<file path="config.mk">
export PLATFORM = sky130hd
export DESIGN_NAME = base64_codec_top
export DESIGN_NICKNAME = d
export VERILOG_FILES = /design/src/rtl/b64c_pkg.sv /design/src/rtl/b64c_front.sv /design/src/rtl/b64c_queue.sv /design/src/rtl/b64c_back.sv /design/src/rtl/base64_codec_top.sv
export SDC_FILE = /design/constraint.sdc
export NUM_CORES = 1
export LEC_CHECK = 0
export BUFFER_PORTS_ARGS = -buffer_cell sky130_fd_sc_hd__buf_4
export CAP_MARGIN = 20
export CORE_UTILIZATION = 58
export DETAILED_ROUTE_END_ITERATION = 6
export PLACE_DENSITY = 0.78
export SYNTH_ARGS = -nofsm -noshare
export SYNTH_HDL_FRONTEND = slang
export SYNTH_SLANG_ARGS = --single-unit
</file>
<file path="constraint.sdc">
create_clock -name clk -period 4.01 [get_ports clk]
set_input_delay 0.802 -clock clk [delete_from_list [all_inputs] [get_ports clk]]
set_output_delay 0.802 -clock clk [all_outputs]
set_load 0.005 [all_outputs]
</file>
<file path="src/rtl/b64c_pkg.sv">
// Shared types, constants and character mapping functions for the Base64 codec.
// No dependencies; every other file of the block but the checker imports this package.
`timescale 1ns / 1ps
`default_nettype none
package b64c_pkg;

	localparam logic [7:0] PAD_CHAR = 8'h3D;      // '='
	localparam logic [6:0] IDX_PAD = 7'd64;
	localparam logic [6:0] IDX_INVALID = 7'd65;

	// One unit of work for the back end: up to four result bytes.
	typedef struct packed {
		logic [3:0][7:0] bytes;
		logic [1:0]      last_idx;   // index of the final byte of this job
		logic            last;       // job closes a message
		logic            err;        // decode length error result
	} job_t;

	// Map a six-bit value to its character of the standard alphabet.
	function automatic logic [7:0] b64_sym(input logic [5:0] v);
		logic [7:0] r;
		if (v < 6'd26)
			r = 8'(8'd65 + {2'b00, v});
		else if (v < 6'd52)
			r = 8'(8'd71 + {2'b00, v});
		else if (v < 6'd62)
			r = 8'({2'b00, v} - 8'd4);
		else if (v == 6'd62)
			r = 8'h2B;
		else
			r = 8'h2F;
		return r;
	endfunction

	// Map a character to its index; padding and invalid get codes of their own.
	function automatic logic [6:0] b64_index(input logic [7:0] c);
		logic [6:0] r;
		if (c >= 8'h41 && c <= 8'h5A)
			r = 7'(c - 8'h41);
		else if (c >= 8'h61 && c <= 8'h7A)
			r = 7'(c - 8'h47);
		else if (c >= 8'h30 && c <= 8'h39)
			r = 7'(c + 8'd4);
		else if (c == 8'h2B)
			r = 7'd62;
		else if (c == 8'h2F)
			r = 7'd63;
		else if (c == PAD_CHAR)
			r = IDX_PAD;
		else
			r = IDX_INVALID;
		return r;
	endfunction

endpackage
`default_nettype wire

</file>
<file path="src/rtl/b64c_front.sv">
// Front end of the Base64 codec: holds the mode, gathers group elements and
// turns each complete group or message end into a job. Uses b64c_pkg.
`timescale 1ns / 1ps
`default_nettype none
module b64c_front
	import b64c_pkg::*;
(
	input  wire logic       clk,
	input  wire logic       arst_n,
	input  wire logic       cfg_we,
	input  wire logic       cfg_wdata,
	input  wire logic [7:0] in_byte,
	input  wire logic       in_last,
	input  wire logic       in_accept,
	output job_t            job,
	output logic            job_push
);

	logic       mode_q;
	logic [1:0] pos_q;
	logic [7:0] store_q [3];
	logic [1:0] pos_eff;
	logic       group_done;
	logic       job_gen;
	logic [6:0] x0, x1, x2, x3;
	logic       more2, more3;

	// A position of three never arises in encode mode; treat it as zero.
	assign pos_eff = (!mode_q && pos_q == 2'd3) ? 2'd0 : pos_q;
	assign group_done = mode_q ? (pos_eff == 2'd3) : (pos_eff == 2'd2);
	assign job_gen = group_done || in_last;
	assign job_push = in_accept && job_gen;

	assign x0 = b64_index(store_q[0]);
	assign x1 = b64_index(store_q[1]);
	assign x2 = b64_index(store_q[2]);
	assign x3 = b64_index(in_byte);
	assign more2 = !x2[6];
	assign more3 = more2 && !x3[6];

	always_comb begin
		job.bytes = '0;
		job.last_idx = 2'd3;
		job.last = in_last;
		job.err = 1'b0;
		if (!mode_q) begin
			if (group_done) begin
				job.bytes[0] = b64_sym(store_q[0][7:2]);
				job.bytes[1] = b64_sym({store_q[0][1:0], store_q[1][7:4]});
				job.bytes[2] = b64_sym({store_q[1][3:0], in_byte[7:6]});
				job.bytes[3] = b64_sym(in_byte[5:0]);
			end else if (pos_eff == 2'd0) begin
				job.bytes[0] = b64_sym(in_byte[7:2]);
				job.bytes[1] = b64_sym({in_byte[1:0], 4'b0000});
				job.bytes[2] = PAD_CHAR;
				job.bytes[3] = PAD_CHAR;
			end else begin
				job.bytes[0] = b64_sym(store_q[0][7:2]);
				job.bytes[1] = b64_sym({store_q[0][1:0], in_byte[7:4]});
				job.bytes[2] = b64_sym({in_byte[3:0], 2'b00});
				job.bytes[3] = PAD_CHAR;
			end
		end else if (group_done) begin
			job.bytes[0] = 8'({x0, 2'b00}) | 8'(x1 >> 4);
			job.bytes[1] = 8'({x1, 4'b0000}) | 8'(x2 >> 2);
			job.bytes[2] = 8'({x2, 6'b000000}) | 8'(x3);
			job.last_idx = more3 ? 2'd2 : (more2 ? 2'd1 : 2'd0);
		end else begin
			// A message that ends inside a group yields one error result.
			job.last_idx = 2'd0;
			job.last = 1'b1;
			job.err = 1'b1;
		end
	end

	always_ff @(posedge clk or negedge arst_n) begin
		if (!arst_n) begin
			mode_q <= 1'b0;
			pos_q <= 2'd0;
		end else if (cfg_we) begin
			mode_q <= cfg_wdata;
			pos_q <= 2'd0;
		end else if (in_accept) begin
			pos_q <= job_gen ? 2'd0 : 2'(pos_eff + 2'd1);
		end
	end

	always_ff @(posedge clk) begin
		if (in_accept && !group_done) begin
			case (pos_eff)
				2'd0: store_q[0] <= in_byte;
				2'd1: store_q[1] <= in_byte;
				default: store_q[2] <= in_byte;
			endcase
		end
	end

endmodule
`default_nettype wire

</file>
<file path="src/rtl/b64c_queue.sv">
// Short first-in first-out queue of jobs between the front and back ends.
// Uses job_t from b64c_pkg; the head is visible without a read delay.
`timescale 1ns / 1ps
`default_nettype none
module b64c_queue
	import b64c_pkg::*;
#(
	parameter int DEPTH = 2
) (
	input  wire logic clk,
	input  wire logic arst_n,
	input  wire logic push,
	input  job_t      push_data,
	input  wire logic pop,
	output job_t      head,
	output logic      full,
	output logic      not_empty
);

	localparam int PW = (DEPTH > 1) ? $clog2(DEPTH) : 1;
	localparam int CW = $clog2(DEPTH + 1);

	job_t          slot_q [DEPTH];
	logic [PW-1:0] wr_ptr_q;
	logic [PW-1:0] rd_ptr_q;
	logic [CW-1:0] count_q;

	assign full = (count_q == CW'(DEPTH));
	assign not_empty = (count_q != '0);
	assign head = slot_q[rd_ptr_q];

	always_ff @(posedge clk or negedge arst_n) begin
		if (!arst_n) begin
			wr_ptr_q <= '0;
			rd_ptr_q <= '0;
			count_q <= '0;
		end else begin
			if (push)
				wr_ptr_q <= (wr_ptr_q == PW'(DEPTH - 1)) ? '0 : PW'(wr_ptr_q + 1'b1);
			if (pop)
				rd_ptr_q <= (rd_ptr_q == PW'(DEPTH - 1)) ? '0 : PW'(rd_ptr_q + 1'b1);
			if (push && !pop)
				count_q <= CW'(count_q + 1'b1);
			else if (pop && !push)
				count_q <= CW'(count_q - 1'b1);
		end
	end

	always_ff @(posedge clk) begin
		if (push)
			slot_q[wr_ptr_q] <= push_data;
	end

endmodule
`default_nettype wire

</file>
<file path="src/rtl/b64c_back.sv">
// Back end of the Base64 codec: takes jobs from the queue and sends their
// bytes one per cycle, while the output is not stalled, through an output register. Uses b64c_pkg.
`timescale 1ns / 1ps
`default_nettype none
module b64c_back
	import b64c_pkg::*;
(
	input  wire logic       clk,
	input  wire logic       arst_n,
	input  job_t            head,
	input  wire logic       not_empty,
	output logic            pop,
	output logic            out_valid,
	input  wire logic       out_stall,
	output logic [7:0]      out_byte,
	output logic            out_last,
	output logic            out_error
);

	job_t       job_q;
	logic       job_valid_q;
	logic [1:0] idx_q;
	logic       out_valid_q;
	logic [7:0] out_byte_q;
	logic       out_last_q;
	logic       out_error_q;
	logic       out_free;
	logic       emit;
	logic       done;

	assign out_free = !out_valid_q || !out_stall;
	assign emit = job_valid_q && out_free;
	assign done = emit && (idx_q == job_q.last_idx);
	assign pop = not_empty && (!job_valid_q || done);

	always_ff @(posedge clk or negedge arst_n) begin
		if (!arst_n) begin
			job_valid_q <= 1'b0;
			idx_q <= 2'd0;
			out_valid_q <= 1'b0;
		end else begin
			if (pop) begin
				job_valid_q <= 1'b1;
				idx_q <= 2'd0;
			end else begin
				if (done)
					job_valid_q <= 1'b0;
				if (emit)
					idx_q <= 2'(idx_q + 2'd1);
			end
			if (out_free)
				out_valid_q <= job_valid_q;
		end
	end

	always_ff @(posedge clk) begin
		if (pop)
			job_q <= head;
		if (emit) begin
			out_byte_q <= job_q.bytes[idx_q];
			out_last_q <= job_q.last && (idx_q == job_q.last_idx);
			out_error_q <= job_q.err;
		end
	end

	assign out_valid = out_valid_q;
	assign out_byte = out_byte_q;
	assign out_last = out_last_q;
	assign out_error = out_error_q;

endmodule
`default_nettype wire

</file>
<file path="src/rtl/base64_codec_top.sv">
// Base64 codec: a job passes from the job queue through the back end's job register to the output register.
// Results leave at one per cycle through the single output register while the receiver does not stall;
// encoding thus takes in three bytes for every four characters it sends, and decoding one character per cycle.
// The job queue (QUEUE_DEPTH entries) lets requests enter while results wait.
// Asynchronous active-low reset clears the mode to encode and empties the group and queue.
`timescale 1ns / 1ps
`default_nettype none
module base64_codec_top
	import b64c_pkg::*;
#(
	parameter int QUEUE_DEPTH = 2
) (
	input  wire logic       clk,
	input  wire logic       arst_n,
	input  wire logic       cfg_we,
	input  wire logic       cfg_wdata,
	input  wire logic       in_valid,
	output logic            in_stall,
	input  wire logic [7:0] in_byte,
	input  wire logic       in_last,
	output logic            out_valid,
	input  wire logic       out_stall,
	output logic [7:0]      out_byte,
	output logic            out_last,
	output logic            out_error
);

	job_t job;
	job_t head;
	logic job_push;
	logic q_full;
	logic q_not_empty;
	logic q_pop;
	logic in_accept;

	assign in_stall = q_full;
	assign in_accept = in_valid && !q_full;

	b64c_front u_front (
		.clk       (clk),
		.arst_n    (arst_n),
		.cfg_we    (cfg_we),
		.cfg_wdata (cfg_wdata),
		.in_byte   (in_byte),
		.in_last   (in_last),
		.in_accept (in_accept),
		.job       (job),
		.job_push  (job_push)
	);

	b64c_queue #(
		.DEPTH (QUEUE_DEPTH)
	) u_queue (
		.clk       (clk),
		.arst_n    (arst_n),
		.push      (job_push),
		.push_data (job),
		.pop       (q_pop),
		.head      (head),
		.full      (q_full),
		.not_empty (q_not_empty)
	);

	b64c_back u_back (
		.clk       (clk),
		.arst_n    (arst_n),
		.head      (head),
		.not_empty (q_not_empty),
		.pop       (q_pop),
		.out_valid (out_valid),
		.out_stall (out_stall),
		.out_byte  (out_byte),
		.out_last  (out_last),
		.out_error (out_error)
	);

endmodule
`default_nettype wire

</file>
Yosys cells after proc, flatten, opt, wreduce, memory -nomap -nowiden
Memory sizes are Yosys's and may differ from the RTL's. A register that Yosys moved wholly into a read port is not among the register bits.
Cells that the tools add are included.
- magnitude comparators: 49
- reduce and logical (&&, ||, !) cells: 45
- mux-type cells: 96
- equality and inequality tests: 24
- add/sub/neg operators: 42
- bitwise operators: 3
- operators with widths (operator ; number):
    8-bit 2-to-1 mux ; 28
    7-bit by 6-bit adder with 8-bit output, first input constant ; 16
    7-bit 2-to-1 mux ; 15
    8-bit by 6-bit == test with 1-bit output, second input constant ; 12
    6-bit less-than comparator, second input constant ; 16
    24-bit 2-to-1 mux ; 3
    8-bit by 7-bit greater-or-equal comparator with 1-bit output, second input constant ; 8
    8-bit by 7-bit less-or-equal comparator with 1-bit output, second input constant ; 8
    6-bit by 3-bit subtractor with 7-bit output, second input constant ; 8
    6-bit by 5-bit less-than comparator with 1-bit output, second input constant ; 8
    7-bit subtractor, second input constant ; 6
    6-bit == test, second input constant ; 6
    8-bit by 6-bit greater-or-equal comparator with 1-bit output, second input constant ; 4
    8-bit by 6-bit less-or-equal comparator with 1-bit output, second input constant ; 4
    32-bit 2-to-1 mux ; 1
    6-bit 2-to-1 mux ; 5
    2-bit 2-to-1 mux ; 13
    1-bit logical AND ; 23
    1-bit 2-to-1 mux ; 23
    7-bit by 3-bit adder with 7-bit output, second input constant ; 3
    3-bit 2-to-1 mux ; 6
    8-bit binary-select mux with 2-bit select ; 1
    8-bit OR reduction ; 2
    1-bit logical NOT ; 10
    other kinds (18) ; 30
- bits in writable memories: 96
- input bits: 15
- memories: 2
- register bits after elaboration: 21
- memories (name ; depth ; bits a word ; read ports ; clocked after Yosys merged registers in ; write ports ; RTL line ; RTL):
    u_queue.slot_q ; 2 ; 36 ; 1 ; 1 ; 1 ; b64c_queue.sv:23 ; job_t slot_q [DEPTH];
    u_front.store_q ; 3 ; 8 ; 3 ; 0 ; 1 ; b64c_front.sv:21 ; logic [7:0] store_q [3];

Logic depth before layout (Yosys ltp)
Gate-level depths: netlist of the first run.
An unclocked memory read counts as a cell.
- depth in word-level cells: 13
- gate-level depth with buffers: 12

Modules after synthesis
A second synthesis of the first run with hierarchy kept.
- cells, all modules: 1113
- area, all modules: 11080.6 µm²
- modules (own cells, without submodules) (module ; cells each ; instances ; area an instance (µm²) ; sequential area each (µm²)):
    b64c_front ; 903 ; 1 ; 6281.0 ; 795.8
    b64c_queue ; 128 ; 1 ; 2936.6 ; 2262.2
    b64c_back ; 81 ; 1 ; 1849.3 ; 1481.4
    base64_codec_top ; 1 ; 1 ; 13.8 ; 0.0

Least setup slack after synthesis of the first run
OpenSTA, ideal clock, no wires.
- path type: register to register
- from: register u_front.pos_q[0]
- to: memory u_queue.slot_q[0][0] (netlist bit), enable pin
- setup slack: -0.204 ns
- data arrival time: 3.740 ns
- stages on the path, launching flop included: 7
- clock period less this slack: 4.214 ns
- cells stage by stage: dfrtp_1 > clkbuf_1 > xnor2_1 > and2_1 > clkbuf_1 > nor2_1 > nor3_1
- longest elaborated chain between the ends: 9
- elaborated cells between the ends (all ways): 10
- classes of those cells: eq/ne: 3; mux: 4; reduce/logical: 3
- RTL lines (element ; RTL line ; RTL):
    start: declaration ; b64c_front.sv:20 ; logic [1:0] pos_q;
    start signal: assignment ; b64c_front.sv:84 ; pos_q <= job_gen ? 2'd0 : 2'(pos_eff + 2'd1);
    2-bit == test ; b64c_front.sv:29 ; assign pos_eff = (!mode_q && pos_q == 2'd3) ? 2'd0 : pos_q;
    1-bit logical AND ; b64c_front.sv:29 ;
    2-bit 2-to-1 mux * ; b64c_front.sv:29 ;
    2-bit == test ; b64c_front.sv:30 ; assign group_done = mode_q ? (pos_eff == 2'd3) : (pos_eff == 2'd2);
    1-bit 2-to-1 mux * ; b64c_front.sv:30 ;
    1-bit logical OR * ; b64c_front.sv:31 ; assign job_gen = group_done || in_last;
    1-bit logical AND * ; b64c_front.sv:32 ; assign job_push = in_accept && job_gen;
    1-bit 2-to-1 mux * ; b64c_queue.sv:50 ; if (push)
    1-bit 2-to-1 mux (not written as such) * ; b64c_queue.sv:51 ; slot_q[wr_ptr_q] <= push_data;
    end: declaration ; b64c_queue.sv:23 ;
Every way passes the cells marked *; elsewhere a longest branch is shown, timed or not.

==> summary.txt, run 1 <==
===========================================================================================
Weighted congestion at the end of routability-driven global placement                 0.996
Reported max-cap violation count                                                          0
Kind of launch point of the worst setup path                                      flip-flop
Number of levels the H-tree was split into                                                4
Cell with the largest stage delay on the worst path                                edfxtp_1
Cell repeated most along the worst path                                             a21oi_1
Final total negative setup slack                                                       0 ns
Portion of the post-synthesis area used by sequential elements                        0.424
Post-synth top area share                                                             0.398
Setup slack after placement                                                        0.560 ns
Run status                                                                     finished clean
R2r worst-path depth                                                                      7
Launching point of the worst reg2reg path                                      u_front.store_q[0][0]
Area after DPL                                                                    11100 µm²
Share of flip-flops with an asynchronous set or reset                                0.0719
Pin count of the biggest net entering global routing                                     40
Initial standard-cell utilization of the core                                         0.594
Slew of the pin with the lowest slew margin                                        0.902 ns
Class of the tightest hold or removal check                                    input port to async pin
Post-route standard cell area excluding fillers                                   11600 µm²
Area added between synthesis and finish                                               8.68%
TritonCTS Sinks                                                                         153
Combined global-route utilization of all metal layers                                 0.328
Switching power                                                                     1910 µW
Power Dens Cells                                                                 486 nW/µm²
Clock buffer depth                                                                        2
Setup repair after global routing missed its margin                                      no
# diodes                                                                                  0
Number of standard cells after synthesis                                               1084
Static leakage power                                                             0.00422 µW
Crit-path cells                                                                ha_1 -> nand2b_1 -> a21oi_1 -> a21oi_1 -> a21boi_0 -> a211oi_1 -> or4_1
Area used by multi-input combinational logic                                       5700 µm²
Critical path capture point type                                                  flip-flop
Total clock buffers created by CTS                                                       17
Synth cell count leaders                                                       142 x edfxtp_1, 87 x nand2_1, 82 x a21oi_1
Fraction of power consumed by the clock network                                       0.264
Post-DP HPWL                                                                       21500 µm
YS warnings                                                                               0
Number of antenna violations at the first check in global routing                         0
Worst endpoint required time                                                        4.16 ns
First-pass GRT wire length                                                         45900 µm
# rows                                                                                   49
DRT antenna net count                                                                     0
Maximum fanout encountered on the critical timing path                                   15
Post-layout worst setup margin                                                     0.705 ns
Internal cell power                                                                 3750 µW
Peak clock frequency supported by timing                                            303 MHz
Total gr overflow                                                                         0
Area of the core                                                                  18000 µm²
Post-synth top area cell                                                           edfxtp_1
Count of state elements after synthesis                                                 153
Top area cells in the synthesized netlist                                      edfxtp_1 40%, ha_1 7.0%, a21oi_1 3.8%
Number of detailed-route iterations in the first pass                                     6
Wirelength, routed                                                                 30100 µm
Post-CTS setup buffer count                                                               0
TritonCTS clock tree                                                                  built
Number of synthesized flops with an enable pin                                          142
Most frequently used flop master after synthesis                                   edfxtp_1
Vias in the first global route                                                         8045
Number of endpoints with negative hold slack in the final report                          0
Layout cell share with drive strength beyond 1                                        0.133
Horiz. Die Dim                                                                       138 µm
Unique cell type count in the Yosys netlist                                              84
Top-count cell post-synth                                                          edfxtp_1
Clock slew at the register clock pins of the worst setup and hold paths             0.07 ns
Via total after detailed routing                                                       8800
Clock Latency Late Sink                                                             0.43 ns
Cells resized by post-CTS repair                                                          0
Proportion of power drawn by flip-flops and latches                                   0.432
WS Path Type                                                                   flip-flop to flip-flop
Total die area                                                                    19000 µm²
Ports placed on the boundary                                                             27
Post-Synthesis Cell Area                                                          10700 µm²
Register cell area after layout                                                    4540 µm²
Tcrit/Tclk final                                                                      0.824
Number of design-rule violations left by the first detailed-router iteration           1089
Minimum clock period                                                                3.31 ns
Clock root buffer master                                                          clkbuf_16
Worst clock skew                                                                  0.0177 ns
Number of fill cells in the layout                                                     1432
Hold-fix buffers at CTS                                                                   0
Slowest cell delay on critical path                                                 0.81 ns
Drt wl/cell                                                                         22.8 µm
Rel. slew slack                                                                       0.399
FF-to-FF End                                                                   u_queue.slot_q[1][17]
Setup slack, reg-to-reg                                                             0.70 ns
Total Nets Final                                                                       1153
Average vias per placed instance                                                       6.67
Port-buffer cells                                                                        26
Combinational fraction of design power                                                0.304
Vertical die dimension                                                               138 µm
Crit path DAT                                                                       3.46 ns
Worst voltage drop across the vdd grid                                           0.000580 V
DRC                                                                                       0
Mean Syn Cell Area                                                                 9.88 µm²
Switching share of power                                                              0.337
Final max-slew violation count                                                            0
Final setup violation count                                                               0
Syn Nets                                                                               1159
===========================================================================================
per-layer routing:
metal  vias up  share of wire  GRT usage
met3        78          0.080     0.0545
li1       4070              -          -
met4         0          0.041      0.154
met5         -              0          0
met2       458           0.45      0.501
met1      4194           0.43      0.454
registers in the layout, summed over array words and instances (netlist names):
name,cells
u_queue.slot_q,72
u_back.out_valid,1
u_front.mode_q,1
u_back.job_q,36
u_queue.wr_ptr_q,1
u_queue.count_q,2
u_front.store_q,24
u_back.out_error,1
u_back.idx_q,2
u_back.out_last,1
u_back.out_byte,8
u_front.pos_q,2
u_back.job_valid_q,1
u_queue.rd_ptr_q,1
layout by cell type (no fill, tap or decap), types with 14 or more instances in the layout:
cell type  count
mux2_2        36
xor2_1        14
nand3_1       41
nand2b_1      25
nand2_1       87
o211ai_1      18
inv_1         48
o21ai_0       50
clkbuf_16     17
nor2_1        61
a21o_1        17
a21oi_1       81
ha_1          60
edfxtp_1     142
buf_4         51
and2_1        15
nor3_1        28
xnor2_1       37
power groups by stage:
stage                     logic (µW)  registers (µW)  clock network, µW
after floorplan                 1250            2350                  0
after global placement          1670            2460                  0
after detailed placement        1700            2480                  0
after CTS                       1710            2450               1510
after global routing            1860            2490               1570
final                           1720            2440               1490
worst max path at each step:
stage / slack, ns / depth (start not counted) / start / to
2_1_floorplan: 0.21 / 10 / u_back.idx_q[1] / u_queue.count_q[1]
3_3_place_gp: 0.64 / 9 / in_byte[2] / u_queue.slot_q[0][2]
3_5_place_dp: 0.56 / 9 / in_byte[2] / u_queue.slot_q[0][2]
4_1_cts: 0.79 / 8 / u_front.store_q[0][8] / u_queue.slot_q[1][17]
5_1_grt: 0.52 / 7 / u_front.store_q[0][8] / u_queue.slot_q[1][21]
6_report: 0.70 / 7 / u_front.store_q[0][0] / u_queue.slot_q[1][17]
cell type report:
type	count	area share
clock buffer	18	0.0369
clock inverter	14	0.00978
inverter	51	0.0164
multi-input combinational	804	0.489
sequential	153	0.390
tap	229	0.0246
timing repair buffer	51	0.0329
critical path, delay by kind of cell, from the launching register on:
kind / cells / cell delay (ns)
flops: 1 / 0.81
compound gates: 4 / 0.79
fa+ha+maj: 1 / 0.63
simple gates: 2 / 0.78
per-stage QoR:
stage	total power, µW	cells	util	hold WS (ns)
2_1_floorplan	3600	1084	-	0.400
3_3_place_gp	4130	1288	0.616	0.402
3_5_place_dp	4180	1288	0.616	0.411
4_1_cts	5670	1320	0.646	0.181
5_1_grt	5920	1320	0.646	0.187
6_report	5650	1320	0.646	0.193
cells by family (layout without fill, tap and decap cells):
family / Yosys count / after routing / share of synthesized area
compound gates: 300 / 300 / 0.191
xor+xnor: 51 / 51 / 0.0417
fa+ha+maj: 60 / 60 / 0.0701
buf+inv: 127 / 134 / 0.0464
flops: 153 / 153 / 0.424
mux: 55 / 55 / 0.0651
simple gates: 338 / 338 / 0.161
Note: power is estimated with default switching activity, not from simulation.
==> inputs of run 2 (changes only) <==
- CORE_UTILIZATION: 58 -> 64
- PLACE_DENSITY: 0.78 -> 0.81
- clock period: 4.01 -> 3.2 ns (I/O delays scaled with it)
==> summary.txt, run 2 (synthesized netlist as in run 1, its figures left out) <==
===========================================================================================
Run status                                                                     finished clean
TritonCTS clock tree                                                                  built
Busiest grt layer                                                                      met2
Class of the tightest hold or removal check                                    input port to async pin
Total die area                                                                    17300 µm²   -9.2%
Initial standard-cell utilization of the core                                         0.665   +0.0704
Crit path DAT                                                                       3.17 ns   -0.29 ns
WS Path Type                                                                   flip-flop to flip-flop
Worst endpoint required time                                                        3.37 ns   -0.79 ns
Reported max-cap violation count                                                          0   unchanged
Max reg flops                                                                            72   unchanged
Number of detailed-route iterations in the first pass                                     7   +1
DRC                                                                                       0   unchanged
Slew of the pin with the lowest slew margin                                        0.772 ns   -0.130 ns
Clock Latency Late Sink                                                             0.43 ns   about the same
DRT antenna net count                                                                     0   unchanged
Setup repair after global routing missed its margin                                      no
Ports placed on the boundary                                                             27   unchanged
Final total negative setup slack                                                       0 ns   unchanged
Final max-slew violation count                                                            0   unchanged
Number of endpoints with negative hold slack in the final report                          0   unchanged
Switching power                                                                     2510 µW   +31%
Worst clock skew                                                                  0.0102 ns   -0.00756 ns
Total gr overflow                                                                         0   unchanged
Number of antenna violations at the first check in global routing                         0   unchanged
Fraction of power consumed by the clock network                                       0.270   +0.006
Total Nets Final                                                                       1216   +5.5%
Average vias per placed instance                                                       6.95   +4.2%
Clock slew at the register clock pins of the worst setup and hold paths             0.07 ns   about the same
Total clock buffers created by CTS                                                       17   unchanged
Pin count of the biggest net entering global routing                                     40   unchanged
Maximum fanout encountered on the critical timing path                                    8   -7
Cells resized by post-CTS repair                                                          0   unchanged
# diodes                                                                                  0   unchanged
Layout cell share with drive strength beyond 1                                        0.180   +0.0473
Combinational fraction of design power                                                0.324   +0.020
Weighted congestion at the end of routability-driven global placement                  1.07   +7.0%
Met3 Usage GRT                                                                       0.0818   +0.0273
Power Dens Cells                                                                 609 nW/µm²   +25%
Hold-fix buffers at CTS                                                                   0   unchanged
Final setup violation count                                                               0   unchanged
Area added between synthesis and finish                                               13.6%
Port-buffer cells                                                                        26   unchanged
Number of design-rule violations left by the first detailed-router iteration           1404   +29%
Vertical die dimension                                                               131 µm   -4.7%
Horiz. Die Dim                                                                       131 µm   -4.7%
Switching share of power                                                              0.339   +0.00124
Register with the most flip-flops                                              u_queue.slot_q
Rel. slew slack                                                                       0.480   +0.0815
Global routing usage on met1                                                          0.519   +0.0646
Kind of launch point of the worst setup path                                      flip-flop
Post-DP HPWL                                                                       22800 µm   +5.8%
Via total after detailed routing                                                       9521   +8.2%
Area of the core                                                                  16100 µm²   -11%
Post-layout worst setup margin                                                     0.208 ns   -0.497 ns
Vias in the first global route                                                         8897   +11%
Peak clock frequency supported by timing                                            334 MHz   +10%
Static leakage power                                                             0.00457 µW   +8.1%
Commonest non-fill, non-tap cell in the layout                                     edfxtp_1
Number of levels the H-tree was split into                                                4   unchanged
Post-CTS setup buffer count                                                               0   unchanged
Clock root buffer master                                                          clkbuf_16
Largest regs                                                                   u_queue.slot_q: 72 flops, u_back.job_q: 36 flops, u_front.store_q: 24 flops
# rows                                                                                   46   -6.1%
Worst voltage drop across the vdd grid                                           0.000738 V   +27%
Clock buffer depth                                                                        2   unchanged
Proportion of power drawn by flip-flops and latches                                   0.406   -0.026
Most used cells in the layout excluding fill and tap cells                     142 x edfxtp_1, 112 x buf_4, 87 x nand2_1
TritonCTS Sinks                                                                         153   unchanged
Tcrit/Tclk final                                                                      0.935   +0.111
Drt wl/cell                                                                         23.4 µm   +2.6%
Wirelength, routed                                                                 32000 µm   +6.4%
Setup slack after placement                                                        0.117 ns   -0.443 ns
Minimum clock period                                                                2.99 ns   -0.313 ns
Internal cell power                                                                 4900 µW   +31%
Combined global-route utilization of all metal layers                                 0.381   +0.0529
Critical path capture point type                                                  flip-flop
First-pass GRT wire length                                                         50600 µm   +10%
Met2 usage                                                                            0.590   +0.0893
===========================================================================================
-- run 2: power groups by stage --
stage / logic (µW) / clock network (µW) / registers, µW
2_1_floorplan: 1570 / 0 / 2940
3_3_place_gp: 2280 / 0 / 3000
3_5_place_dp: 2340 / 0 / 3040
4_1_cts: 2370 / 2000 / 3010
5_1_grt: 2570 / 2070 / 3050
6_report: 2400 / 2000 / 3010
-- run 2: final cells by class --
class / count / area (µm²)
clock buffer: 18 / 429
clock inverter: 14 / 156
fill: 1099 / 3950
inverter: 51 / 191
multi-input combinational: 804 / 5700
sequential: 153 / 4540
tap: 216 / 270
timing repair buffer: 114 / 881
-- run 2: path summary, 6_finish.rpt --
path | startpoint | to | slack (ns) | cells past startpoint
min in group clk | cfg_we | u_front.pos_q[0] | 0.38 | 2
max in group asynchronous | arst_n | u_front.pos_q[1] | 3.01 | 1
min reg2reg | u_back.job_q[0] | u_back.out_error | 0.45 | 0
max | u_front.store_q[0][18] | u_queue.slot_q[1][16] | 0.21 | 8
min | arst_n | u_back.job_valid_q | 0.04 | 1
max reg2reg | u_front.store_q[0][18] | u_queue.slot_q[1][16] | 0.21 | 8
-- run 2: worst max-delay path, cell delays in order, from the launching register on --
cell,delay [ns]
edfxtp_1,0.59
inv_1,0.18
ha_1,0.31
a21oi_1,0.23
a311o_1,0.22
o2111a_1,0.38
mux2i_1,0.35
o21ai_0,0.14
a211o_1,0.34
-- run 2: stage by stage --
stage	std cells	utilization	total power (µW)	instance area (µm²)	hold WS [ns]
finish	1370	0.755	7410	12200	0.0351
global route	1370	0.755	7690	12200	0.0343
CTS	1370	0.755	7380	12200	0.0297
detailed placement	1338	0.718	5370	11600	0.415
global placement	1338	0.718	5280	11600	0.404
floorplan	1084	-	4510	10700	0.344
-- run 2: routing by layer --
metal  vias to the layer above  wire length (µm)
met5                         -                 0
met2                       709             14700
li1                       4177                 -
met3                       117              3690
met1                      4518             12200
met4                         0              1390
